--- src/uart_command_frame_parser_defines.svh ---
// Assertion macros for the UART command frame parser.
// Each macro expects clk_i and rst_ni to be visible where it is used.
`ifndef UART_COMMAND_FRAME_PARSER_DEFINES_SVH
`define UART_COMMAND_FRAME_PARSER_DEFINES_SVH

// The consequent must hold in the same cycle as the antecedent.
`define UCFP_ASSERT_SAME(label, ante, cons) \
  label: assert property (@(posedge clk_i) disable iff (!rst_ni) (ante) |-> (cons)) \
    else $error("ucfp assertion failed");

// The consequent must hold in the cycle after the antecedent.
`define UCFP_ASSERT_NEXT(label, ante, cons) \
  label: assert property (@(posedge clk_i) disable iff (!rst_ni) (ante) |=> (cons)) \
    else $error("ucfp assertion failed");

`endif

--- src/ucfp_pkg.sv ---
// Shared constants, widths and the parameter-letter decoder for the
// UART command frame parser. No dependencies.
package ucfp_pkg;

  // Field widths of one input beat and one result beat.
  localparam int unsigned ByteW  = 8;
  localparam int unsigned CodeW  = 3;
  localparam int unsigned CntW   = 3;
  localparam int unsigned FieldChars = 7;
  localparam int unsigned CharsW = ByteW * FieldChars;

  // Default limit on collected value characters.
  localparam int unsigned MaxCharsDefault = 7;

  // Frame characters.
  localparam logic [ByteW-1:0] CH_HASH  = 8'h23;  // '#'
  localparam logic [ByteW-1:0] CH_SEMI  = 8'h3B;  // ';'
  localparam logic [ByteW-1:0] CH_GET   = 8'h67;  // 'g'
  localparam logic [ByteW-1:0] CH_SET   = 8'h73;  // 's'
  localparam logic [ByteW-1:0] CH_COMMA = 8'h2C;  // ','
  localparam logic [ByteW-1:0] CH_ZERO  = 8'h30;  // '0'
  localparam logic [ByteW-1:0] CH_NINE  = 8'h39;  // '9'

  // Parameter codes.
  localparam logic [CodeW-1:0] PARAM_T    = 3'd0;
  localparam logic [CodeW-1:0] PARAM_C    = 3'd1;
  localparam logic [CodeW-1:0] PARAM_H    = 3'd2;
  localparam logic [CodeW-1:0] PARAM_B    = 3'd3;
  localparam logic [CodeW-1:0] PARAM_P    = 3'd4;
  localparam logic [CodeW-1:0] PARAM_I    = 3'd5;
  localparam logic [CodeW-1:0] PARAM_D    = 3'd6;
  localparam logic [CodeW-1:0] PARAM_NONE = 3'd7;

  // Request kinds.
  localparam logic KIND_GET = 1'b0;
  localparam logic KIND_SET = 1'b1;

  // Maps a parameter letter to its code. The letter b is only valid in a set.
  function automatic logic [CodeW-1:0] letter_code(input logic [ByteW-1:0] c,
                                                   input logic allow_b);
    logic [CodeW-1:0] code;
    case (c)
      8'h74:   code = PARAM_T;                        // 't'
      8'h63:   code = PARAM_C;                        // 'c'
      8'h68:   code = PARAM_H;                        // 'h'
      8'h62:   code = allow_b ? PARAM_B : PARAM_NONE; // 'b'
      8'h70:   code = PARAM_P;                        // 'p'
      8'h69:   code = PARAM_I;                        // 'i'
      8'h64:   code = PARAM_D;                        // 'd'
      default: code = PARAM_NONE;
    endcase
    return code;
  endfunction

endpackage

--- src/uart_command_frame_parser.sv ---
// UART command frame parser: top level, single module.
// Depends on ucfp_pkg and uart_command_frame_parser_defines.svh.
//
// Usage: received bytes enter on the input channel (in_valid_i, in_ready_o,
// rx_byte_i), one byte per beat. Frames are "#g<p>;" (get) and
// "#s<p><value>;" (set); a '#' restarts framing from any point. When a ';'
// closes a valid frame, one result beat leaves on the output channel
// (out_valid_o, out_ready_i) carrying request_kind_o, param_code_o,
// value_chars_o (first character in the low byte, unused bytes zero) and
// value_count_o. Set values keep up to min(MAX_CHARS, 7) digit or comma
// characters; further ones are dropped. Any other byte ends the frame
// silently.
// Result: registered, valid in the cycle after the ';' beat is accepted.
// Throughput: one byte per cycle when in_ready_o is high; the frame state
// and output register update in the same cycle that a byte is accepted.
// Stall: a held result blocks the input while the receiver stalls;
// in_ready_o is low only while an untaken result sits in the output register
// and the receiver holds out_ready_i low.
// Reset: the parser returns to idle and the output register empties.
module uart_command_frame_parser
  import ucfp_pkg::*;
#(
  parameter int unsigned MAX_CHARS = MaxCharsDefault
) (
  input  logic              clk_i,
  input  logic              rst_ni,
  input  logic              in_valid_i,
  output logic              in_ready_o,
  input  logic [ByteW-1:0]  rx_byte_i,
  output logic              out_valid_o,
  input  logic              out_ready_i,
  output logic              request_kind_o,
  output logic [CodeW-1:0]  param_code_o,
  output logic [CharsW-1:0] value_chars_o,
  output logic [CntW-1:0]   value_count_o
);

`include "uart_command_frame_parser_defines.svh"

  // Characters actually kept; the result field holds at most seven.
  localparam int unsigned Limit = (MAX_CHARS > FieldChars) ? FieldChars : MAX_CHARS;

  // Parse phases.
  localparam logic [2:0] PH_IDLE  = 3'd0;
  localparam logic [2:0] PH_READY = 3'd1;
  localparam logic [2:0] PH_GET   = 3'd2;
  localparam logic [2:0] PH_SET   = 3'd3;
  localparam logic [2:0] PH_PARAM = 3'd4;
  localparam logic [2:0] PH_VALUE = 3'd5;

  logic [2:0]       phase_q, phase_d;
  logic [CodeW-1:0] param_q, param_d;
  logic [CntW-1:0]  cnt_q, cnt_d;
  logic [ByteW-1:0] store_q [Limit];

  logic              out_valid_q;
  logic              kind_q;
  logic [CodeW-1:0]  code_q;
  logic [CharsW-1:0] chars_q;
  logic [CntW-1:0]   count_q;

  logic              in_beat;
  logic              wr_en;
  logic              emit;
  logic              kind_d;
  logic [CharsW-1:0] chars_d;
  logic [CntW-1:0]   count_d;
  logic [CodeW-1:0]  letter;
  logic              is_value_char;
  logic [CharsW-1:0] packed_chars;

  assign in_ready_o = !out_valid_q || out_ready_i;
  assign in_beat    = in_valid_i && in_ready_o;

  assign is_value_char = ((rx_byte_i >= CH_ZERO) && (rx_byte_i <= CH_NINE)) ||
                         (rx_byte_i == CH_COMMA);

  // The letter b is only legal in the set phase.
  assign letter = letter_code(rx_byte_i, phase_q == PH_SET);

  // Pack the stored characters; entries at or beyond the count read as zero.
  always_comb begin
    packed_chars = '0;
    for (int k = 0; k < Limit; k++) begin
      if (CntW'(k) < cnt_q) begin
        packed_chars[ByteW*k +: ByteW] = store_q[k];
      end
    end
  end

  // Frame state machine and result formation for the accepted beat.
  always_comb begin
    phase_d = phase_q;
    param_d = param_q;
    cnt_d   = cnt_q;
    wr_en   = 1'b0;
    emit    = 1'b0;
    kind_d  = KIND_GET;
    chars_d = '0;
    count_d = '0;
    if (in_beat) begin
      if (rx_byte_i == CH_HASH) begin
        phase_d = PH_READY;
      end else begin
        unique case (phase_q)
          PH_READY: begin
            if (rx_byte_i == CH_GET) begin
              phase_d = PH_GET;
            end else if (rx_byte_i == CH_SET) begin
              phase_d = PH_SET;
            end else begin
              phase_d = PH_IDLE;
            end
          end
          PH_GET: begin
            if (letter != PARAM_NONE) begin
              param_d = letter;
              phase_d = PH_PARAM;
            end else begin
              phase_d = PH_IDLE;
            end
          end
          PH_SET: begin
            if (letter != PARAM_NONE) begin
              param_d = letter;
              cnt_d   = '0;
              phase_d = PH_VALUE;
            end else begin
              phase_d = PH_IDLE;
            end
          end
          PH_PARAM: begin
            phase_d = PH_IDLE;
            if (rx_byte_i == CH_SEMI) begin
              emit   = 1'b1;
              kind_d = KIND_GET;
            end
          end
          PH_VALUE: begin
            if (is_value_char) begin
              // Characters past the limit are dropped without leaving the phase.
              if (cnt_q < CntW'(Limit)) begin
                wr_en = 1'b1;
                cnt_d = cnt_q + CntW'(1);
              end
            end else begin
              phase_d = PH_IDLE;
              if (rx_byte_i == CH_SEMI) begin
                emit    = 1'b1;
                kind_d  = KIND_SET;
                chars_d = packed_chars;
                count_d = cnt_q;
              end
            end
          end
          default: begin
            phase_d = PH_IDLE;
          end
        endcase
      end
    end
  end

  // Frame state registers.
  always_ff @(posedge clk_i or negedge rst_ni) begin
    if (!rst_ni) begin
      phase_q <= PH_IDLE;
      param_q <= PARAM_T;
      cnt_q   <= '0;
    end else begin
      phase_q <= phase_d;
      param_q <= param_d;
      cnt_q   <= cnt_d;
    end
  end

  // Value character store, one register per slot.
  for (genvar k = 0; k < Limit; k++) begin : g_store
    always_ff @(posedge clk_i) begin
      if (wr_en && (cnt_q == CntW'(k))) begin
        store_q[k] <= rx_byte_i;
      end
    end
  end

  // Output valid: reloaded whenever in_ready_o is high; data loads on emit.
  always_ff @(posedge clk_i or negedge rst_ni) begin
    if (!rst_ni) begin
      out_valid_q <= 1'b0;
    end else if (in_ready_o) begin
      out_valid_q <= in_beat && emit;
    end
  end

  always_ff @(posedge clk_i) begin
    if (in_beat && emit) begin
      kind_q  <= kind_d;
      code_q  <= param_q;
      chars_q <= chars_d;
      count_q <= count_d;
    end
  end

  assign out_valid_o    = out_valid_q;
  assign request_kind_o = kind_q;
  assign param_code_o   = code_q;
  assign value_chars_o  = chars_q;
  assign value_count_o  = count_q;

  // Checks on the parser's own logic.
  `UCFP_ASSERT_SAME(a_cnt_limit, 1'b1, cnt_q <= CntW'(Limit))
  `UCFP_ASSERT_SAME(a_emit_on_semi, emit, in_beat && (rx_byte_i == CH_SEMI))
  `UCFP_ASSERT_SAME(a_get_empty, out_valid_q && (kind_q == KIND_GET), (count_q == '0) && (chars_q == '0))
  `UCFP_ASSERT_NEXT(a_hash_restart, in_beat && (rx_byte_i == CH_HASH), phase_q == PH_READY)
  `UCFP_ASSERT_NEXT(a_result_loaded, in_beat && emit, out_valid_q)

endmodule
--- config.mk ---
export PLATFORM = sky130hd
export DESIGN_NAME = uart_command_frame_parser
export DESIGN_NICKNAME = d
export VERILOG_FILES = /design/src/ucfp_pkg.sv /design/src/uart_command_frame_parser.sv
export VERILOG_INCLUDE_DIRS = /design/src /design/src/src
export SDC_FILE = /design/constraint.sdc
export NUM_CORES = 1
export LEC_CHECK = 0
export ABC_AREA = 1
export BUFFER_PORTS_ARGS = -buffer_cell sky130_fd_sc_hd__buf_2
export CELL_PAD_IN_SITES_DETAIL_PLACEMENT = 1
export CELL_PAD_IN_SITES_GLOBAL_PLACEMENT = 1
export CORE_MARGIN = 4
export CORE_UTILIZATION = 45
export DETAILED_ROUTE_END_ITERATION = 8
export GPL_TIMING_DRIVEN = 0
export PLACE_DENSITY_LB_ADDON = 0.1
export SYNTH_ARGS = -nofsm -noshare
export SYNTH_HDL_FRONTEND = slang
export SYNTH_SLANG_ARGS = --single-unit
--- constraint.sdc ---
create_clock -name clk_i -period 17.1 [get_ports clk_i]
set_clock_uncertainty 0.2 [all_clocks]
set_input_delay 0.855 -clock clk_i [delete_from_list [all_inputs] [get_ports clk_i]]
set_output_delay 0.855 -clock clk_i [all_outputs]
set_load 0.02 [all_outputs]
## After elaboration in Yosys (flattened, before gate mapping)

Memories as Yosys holds them, arrays and structs flattened. A register that Yosys moved wholly into a read port is not among the register bits.
Cells that the tools add are included.

| cells by class | value |
|---|---|
| add/subtract/negate cells | 1 |
| $mul | 0 |
| divide/modulo/power cells | 0 |
| magnitude comparators | 10 |
| equal/unequal tests | 28 |
| shift-type cells | 0 |
| multiplexer cells | 55 |
| bitwise gates (word level) | 11 |
| reductions and logical operators | 34 |

Operators by type and width:

| operator | count |
|---|---|
| equality test 8 x 7 -> 1 bit, second input constant | 9 |
| two-way mux 8 bit | 6 |
| OR reduction 8 bit | 6 |
| two-way mux 3 bit | 14 |
| OR reduction 6 bit | 7 |
| two-way mux 1 bit | 29 |
| equality test 8 x 6 -> 1 bit, second input constant | 3 |
| case mux 3 bit (7 select lines) | 1 |
| equality test 3 bit, second input constant | 5 |
| equality test 3 x 2 -> 1 bit, second input constant | 4 |
| case mux 3 bit (4 select lines) | 1 |
| NOT 1 bit | 11 |
| logical AND 1 bit | 10 |
| less-than comparator 3 bit, first input constant | 3 |
| >= comparator 8 x 6 -> 1 bit, second input constant | 1 |
| less-or-equal comparator 8 x 6 -> 1 bit, second input constant | 1 |
| equality test 3 x 1 -> 1 bit, second input constant | 2 |
| less-than comparator 1 x 3 -> 1 bit, first input constant | 2 |
| less-than comparator 2 x 3 -> 1 bit, first input constant | 2 |
| inequality test 3 bit, second input constant | 2 |
| case mux 3 bit (2 select lines) | 1 |
| AND reduction 6 bit | 1 |
| OR reduction 5 bit | 1 |
| two-way mux 2 bit | 2 |
| other kinds (13) | 15 |

| word-level totals | value |
|---|---|
| bits in registers | 17 |
| latch bits | 0 |
| bits in writable memories | 56 |
| memory bits (read-only) | 0 |
| input port bits | 12 |
| memories kept | 1 |

Memory list:

| name | words | width | read ports | clocked after memory_dff | wr ports | line | text |
|---|---|---|---|---|---|---|---|
| store_q | 7 | 8 | 7 | 7 | 1 | uart_command_frame_parser.sv:54 | `logic [ByteW-1:0] store_q [Limit];` |

## Depth between registers and ports, before layout

| depth | value |
|---|---|
| word-level depth | 17 |
| gate-level depth with buffers | 14 |
| gate-level depth less buffers | 14 |

## Worst setup path before layout

Ideal clock, no wire load.

| path | value |
|---|---|
| path type | in2reg |
| from | input out_ready_i |
| to | register code_q[0], in the netlist param_code_o[0] (enable) |
| library setup time | 571 ps |
| data arrival time | 5928 ps |
| data required time | 16329 ps |
| slack | 10401 ps |
| stages | 6 |
| buffers on the path | 0 |
| path through | inv_1 -> nand2_1 -> nand2_1 -> nor2_2 -> inv_1 -> o21ai_0 |

| on the way | value |
|---|---|
| cells in the longest elaborated chain, start to end | 4 |

Ends and longest elaborated chain:

| item | line | text |
|---|---|---|
| start: declaration | uart_command_frame_parser.sv:31 | `input logic out_ready_i,` |
| logical OR 1 bit * | uart_command_frame_parser.sv:72 | `assign in_ready_o = !out_valid_q \|\| out_ready_i;` |
| named net in_ready_o | uart_command_frame_parser.sv:28 | `output logic in_ready_o,` |
| logical AND 1 bit * | uart_command_frame_parser.sv:73 | `assign in_beat = in_valid_i && in_ready_o;` |
| two-way mux 1 bit | uart_command_frame_parser.sv:101 | `if (in_beat) begin` |
| logical AND 1 bit * | uart_command_frame_parser.sv:196 | `if (in_beat && emit) begin` |
| end signal: assignment | uart_command_frame_parser.sv:198 | `code_q <= param_q;` |
| end: declaration | uart_command_frame_parser.sv:58 | `logic [CodeW-1:0] code_q;` |

The timed path passes the listed nets; every way through them passes the cells marked *.
A chain may end at the register's enable or synchronous reset.

## Final worst setup path

| path | value |
|---|---|
| from | input rx_byte_i[5] |
| to | memory store_q[4][1] (enable) |

| on the way | value |
|---|---|
| cells in the longest elaborated chain, start to end | 17 |
| elaborated cells on any way between the ends | 49 |
| those cells by class | order compare: 2; eq/ne: 2; mux: 30; reduce/logical: 15 |

Ends and longest elaborated chain:

| item | line | text |
|---|---|---|
| start: declaration | uart_command_frame_parser.sv:29 | `input logic [ByteW-1:0] rx_byte_i,` |
| >= comparator 8 x 6 -> 1 bit or less-or-equal comparator 8 x 6 -> 1 bit (tied branches) | uart_command_frame_parser.sv:75 | `assign is_value_char = ((rx_byte_i >= CH_ZERO) && (rx_byte_i <= CH_NINE)) \|\|` |
| logical AND 1 bit | uart_command_frame_parser.sv:75 |  |
| logical OR 1 bit | uart_command_frame_parser.sv:75 |  |
| two-way mux 1 bit | uart_command_frame_parser.sv:140 | `if (is_value_char) begin` |
| two-way mux 1 bit | uart_command_frame_parser.sv:105 | `unique case (phase_q)` |
| two-way mux 1 bit * | uart_command_frame_parser.sv:102 | `if (rx_byte_i == CH_HASH) begin` |
| two-way mux 1 bit * | uart_command_frame_parser.sv:101 |  |
| logical AND 1 bit | uart_command_frame_parser.sv:180 | `if (wr_en && (cnt_q == CntW'(k))) begin` |
| two-way mux 1 bit | uart_command_frame_parser.sv:180 |  |
| two-way mux 1 bit (not written as such) | uart_command_frame_parser.sv:181 | `store_q[k] <= rx_byte_i;` |
| OR reduction 8 bit (no line) | n/a |  |
| two-way mux 3 bit (no line) or two-way mux 1 bit (tied branches) (6 in series) | n/a |  |
| end: declaration | uart_command_frame_parser.sv:54 |  |

Mark *: on every way between the ends. The rest lies on a longest branch, timed or not.

==> parameters.txt <==
Parameter                              Value

Global routing
  Grt ovf ... 0
  Vias in the first global route ... 3386
  Global-route wire length before repair ... 17.8 mm
  Pin count of the biggest net entering global routing ... 25
  GRT Overall Usage ... ~19%
  Initial antenna violation count ... 0

Floorplan
  Die outline height ... ~110 um
  Initial cell density of the core ... a little under half
  Placement row count ... 38
  Die width ... around 110 um
  Top Ports ... 77
  Standard cell core area ... ~11000 um^2
  Full die area ... ~13000 um^2

Worst setup path
  Arrival time at the worst endpoint ... 2990 ps
  Setup crit end kind ... flop
  Flop2flop setup slack ... roughly 14000 ps
  FF-to-FF path depth ... 5
  Source of the worst register-to-register timing path ... phase_q[1]
  Largest fanout on the critical path ... 11
  Type of the worst setup path ... input port to flop
  Type of origin of the critical path ... input port
  Req. time, crit path ... about 17000 ps
  Worst R2R End ... store_q[4][1]

Power
  Total power density per cell area ... about 110 nW/um^2
  Worst VDD drop ... between 60 and 70 uV
  PnR Total Power ... slightly above 0.7 mW
  Leakage ... ~2.4 nW

STA
  Least-Margin Pin Slew ... between 1000 and 1500 ps
  Total negative slack ... 0 ps
  Hold WS ... roughly 250 ps
  Worst relative slew slack ... around a quarter
  Final hold vios ... 0
  Shortest period the worst path allows ... around 3000 ps
  Max Clock Freq ... 0.326 GHz
  Final period util ... 17.9%
  Number of setup violations in the final report ... 0
  Final Max Tran Viols ... 0
  RSZ-0062 raised after global routing ... no

Clock tree
  Clock network latency to the later pin of the worst-skew pair ... between 500 and 600 ps
  Bufs on Longest Clock Path ... 2
  Post-cts sizing count ... 0
  Clock-pin transition on the worst setup and hold timing paths ... ~60 ps
  # Post-CTS Setup Buffers ... 0
  Root Driver ... sky130_fd_sc_hd__clkbuf_8
  TritonCTS Sinks ... 129
  Count of H-tree levels built during CTS ... 4
  TritonCTS Buffers ... 17
  CTS tree ... built

Place
  Count of buffers from port buffering ... 76
  Hpwl dp ... between 7 and 8 mm
  Final weighted congestion of routability-driven global placement ... between 0.8 and 0.9

Route
  Final antenna-violating net count ... 0
  Wire length reported by the detailed router ... 11.1 mm
  First drt pass iteration count ... 4
  Drt initial violations ... 150
  Via count ... ~3200
  Post-detailed-route via-to-cell ratio ... ~4.8
  Routed wire per std cell ... between 15 and 20 um
  DRC ... 0

Cells and area
  Layout fillers ... ~1100
  Total number of nets in the final design ... a little over 500
  Antenna cells ... 0
  Most common cell after layout, fill and taps aside ... sky130_fd_sc_hd__edfxtp_1
  Commonest cells after routing, fill and taps aside ... 119 x sky130_fd_sc_hd__edfxtp_1, 82 x sky130_fd_sc_hd__inv_1, 80 x sky130_fd_sc_hd__nor2_1
  Fraction of final layout cells with drive strength greater than 1 ... 27.2%
  Area overhead of the layout relative to synthesis ... 24.6%

Outcome
  Status ... completed

Worst hold path
  Class of the most critical hold timing path ... flop to flop
  Min-Delay Startpoint ... param_q[0]
  Hold Path Depth ... 0
  Hold Path End ... param_code_o[0]

Yosys
  Synth warn ... 0
  Ys flop type ... sky130_fd_sc_hd__edfxtp_1
  Seq/Total Area, Yosys ... between 70% and 80%
  Post-synth EDFFs ... 119
  Async set-reset flop share out of synthesis ... approximately 7.8%
  Mean post-synth cell area ... roughly 12 um^2
  Register bit total from synthesis ... approximately 130
  Mapped Nets ... roughly 420
  Count of distinct cell types in the synthesized netlist ... 25
  Combined area of all synthesized cells ... 5020 um^2
  Instance count of the mapped netlist ... just over 400

Job
  Max-cap violations ... 0
-- sequential cells by signal, indices dropped and copies added, names as in the netlist --
| name | count |
|---|---|
| store_q | 56 |
| request_kind_o | 1 |
| value_count_o | 3 |
| cnt_q | 3 |
| param_q | 3 |
| phase_q | 3 |
| param_code_o | 3 |
| value_chars_o | 56 |
| out_valid_o | 1 |
-- cells by family (layout without fill, tap and decap cells) --
logic type                 count (synthesis)  in the layout  synth area share (%)
and+or+nand+nor                          172            172                  14.9
DFF                                      129            129                  76.1
buffers and inverters                     86            197                  6.43
AOI/OAI and AO/OA                         13             13                  1.67
adders and majority gates                  3              3                 0.747
xor gates and xnor gates                   1              1                 0.174
-- stage by stage --
step / instances / utilization [%] / cell area (um^2) / setup WS (ps)
6_report: 655 / 57.5 / 6260 / 14030
3_3_place_gp: 620 / 51.2 / 5580 / 8210
4_1_cts: 655 / 57.5 / 6260 / 14070
2_1_floorplan: 404 / - / 5020 / 10400
5_1_grt: 655 / 57.5 / 6260 / 13810
3_5_place_dp: 622 / 51.9 / 5650 / 13520
-- Yosys cell counts, types with 2 or more instances --
cell type | instances | area, um^2
sky130_fd_sc_hd__nand3_2 | 2 | 20.0
sky130_fd_sc_hd__ha_1 | 3 | 37.5
sky130_fd_sc_hd__nand2_1 | 55 | 206
sky130_fd_sc_hd__inv_1 | 82 | 308
sky130_fd_sc_hd__edfxtp_1 | 119 | 3570
sky130_fd_sc_hd__dfrtp_1 | 10 | 250
sky130_fd_sc_hd__nor2_1 | 80 | 300
sky130_fd_sc_hd__nor3_1 | 6 | 30.0
sky130_fd_sc_hd__nand2_2 | 9 | 56.3
sky130_fd_sc_hd__nor2_2 | 5 | 31.3
sky130_fd_sc_hd__nand4_1 | 2 | 12.5
sky130_fd_sc_hd__a21oi_2 | 2 | 17.5
sky130_fd_sc_hd__nand3_1 | 8 | 40.0
sky130_fd_sc_hd__inv_2 | 4 | 15.0
sky130_fd_sc_hd__o21ai_2 | 2 | 17.5
sky130_fd_sc_hd__nor2_4 | 2 | 22.5
sky130_fd_sc_hd__o21ai_0 | 5 | 25.0
-- layout make-up --
cell class | count | area [um^2] | share of cell area, %
clock buffer | 17 | 414 | 6.62
tap | 140 | 175 | 2.80
multi-input combinational | 189 | 895 | 14.3
timing repair buffer | 79 | 445 | 7.12
sequential | 129 | 3820 | 61.1
clock inverter | 15 | 181 | 2.90
inverter | 86 | 323 | 5.16
-- where the power goes --
part | internal, mW | switching, mW
clock network | 0.224 | 0.138
registers | 0.342 | 0.000125
logic | 0.00261 | 0.00895
total | 0.568 | 0.147
-- per-layer routing --
metal | vias up | share of wire (%) | global-route usage (%) | wire (um)
li1 | 1509 | - | - | -
met1 | 1568 | 40 | 21.7 | 4430
met2 | 72 | 54 | 33.1 | 5960
met3 | 11 | 4.8 | 5.09 | 528
met4 | 0 | 1.2 | 5.53 | 136
met5 | - | 0 | 0 | 0
-- how the worst max path moves through the flow --
stage,from,to,slack [ps]
after floorplan,out_ready_i,param_code_o[0],10400
after global placement,rx_byte_i[4],value_chars_o[26],8210
after detailed placement,rx_byte_i[5],store_q[4][7],13520
after CTS,rx_byte_i[5],store_q[6][5],14070
after global routing,rx_byte_i[5],store_q[4][1],13810
final,rx_byte_i[5],store_q[4][1],14030
-- worst max-delay path, cell delays in order --
cell and delay, ps:
sky130_fd_sc_hd__buf_2 260, sky130_fd_sc_hd__nand2_1 120, sky130_fd_sc_hd__inv_1 70, sky130_fd_sc_hd__nand2_1 60, sky130_fd_sc_hd__o22ai_1 150, sky130_fd_sc_hd__nand2_1 70, sky130_fd_sc_hd__a21oi_1 340, sky130_fd_sc_hd__nand2_1 180
sky130_fd_sc_hd__nor3_1 900
-- what timing repair did --
action,in CTS,in global routing
endpoints found under the hold margin,10,0
setup endpoints to repair,0,0
hold buffers,1,0
No activity file was read; power rests on OpenSTA's default activity.
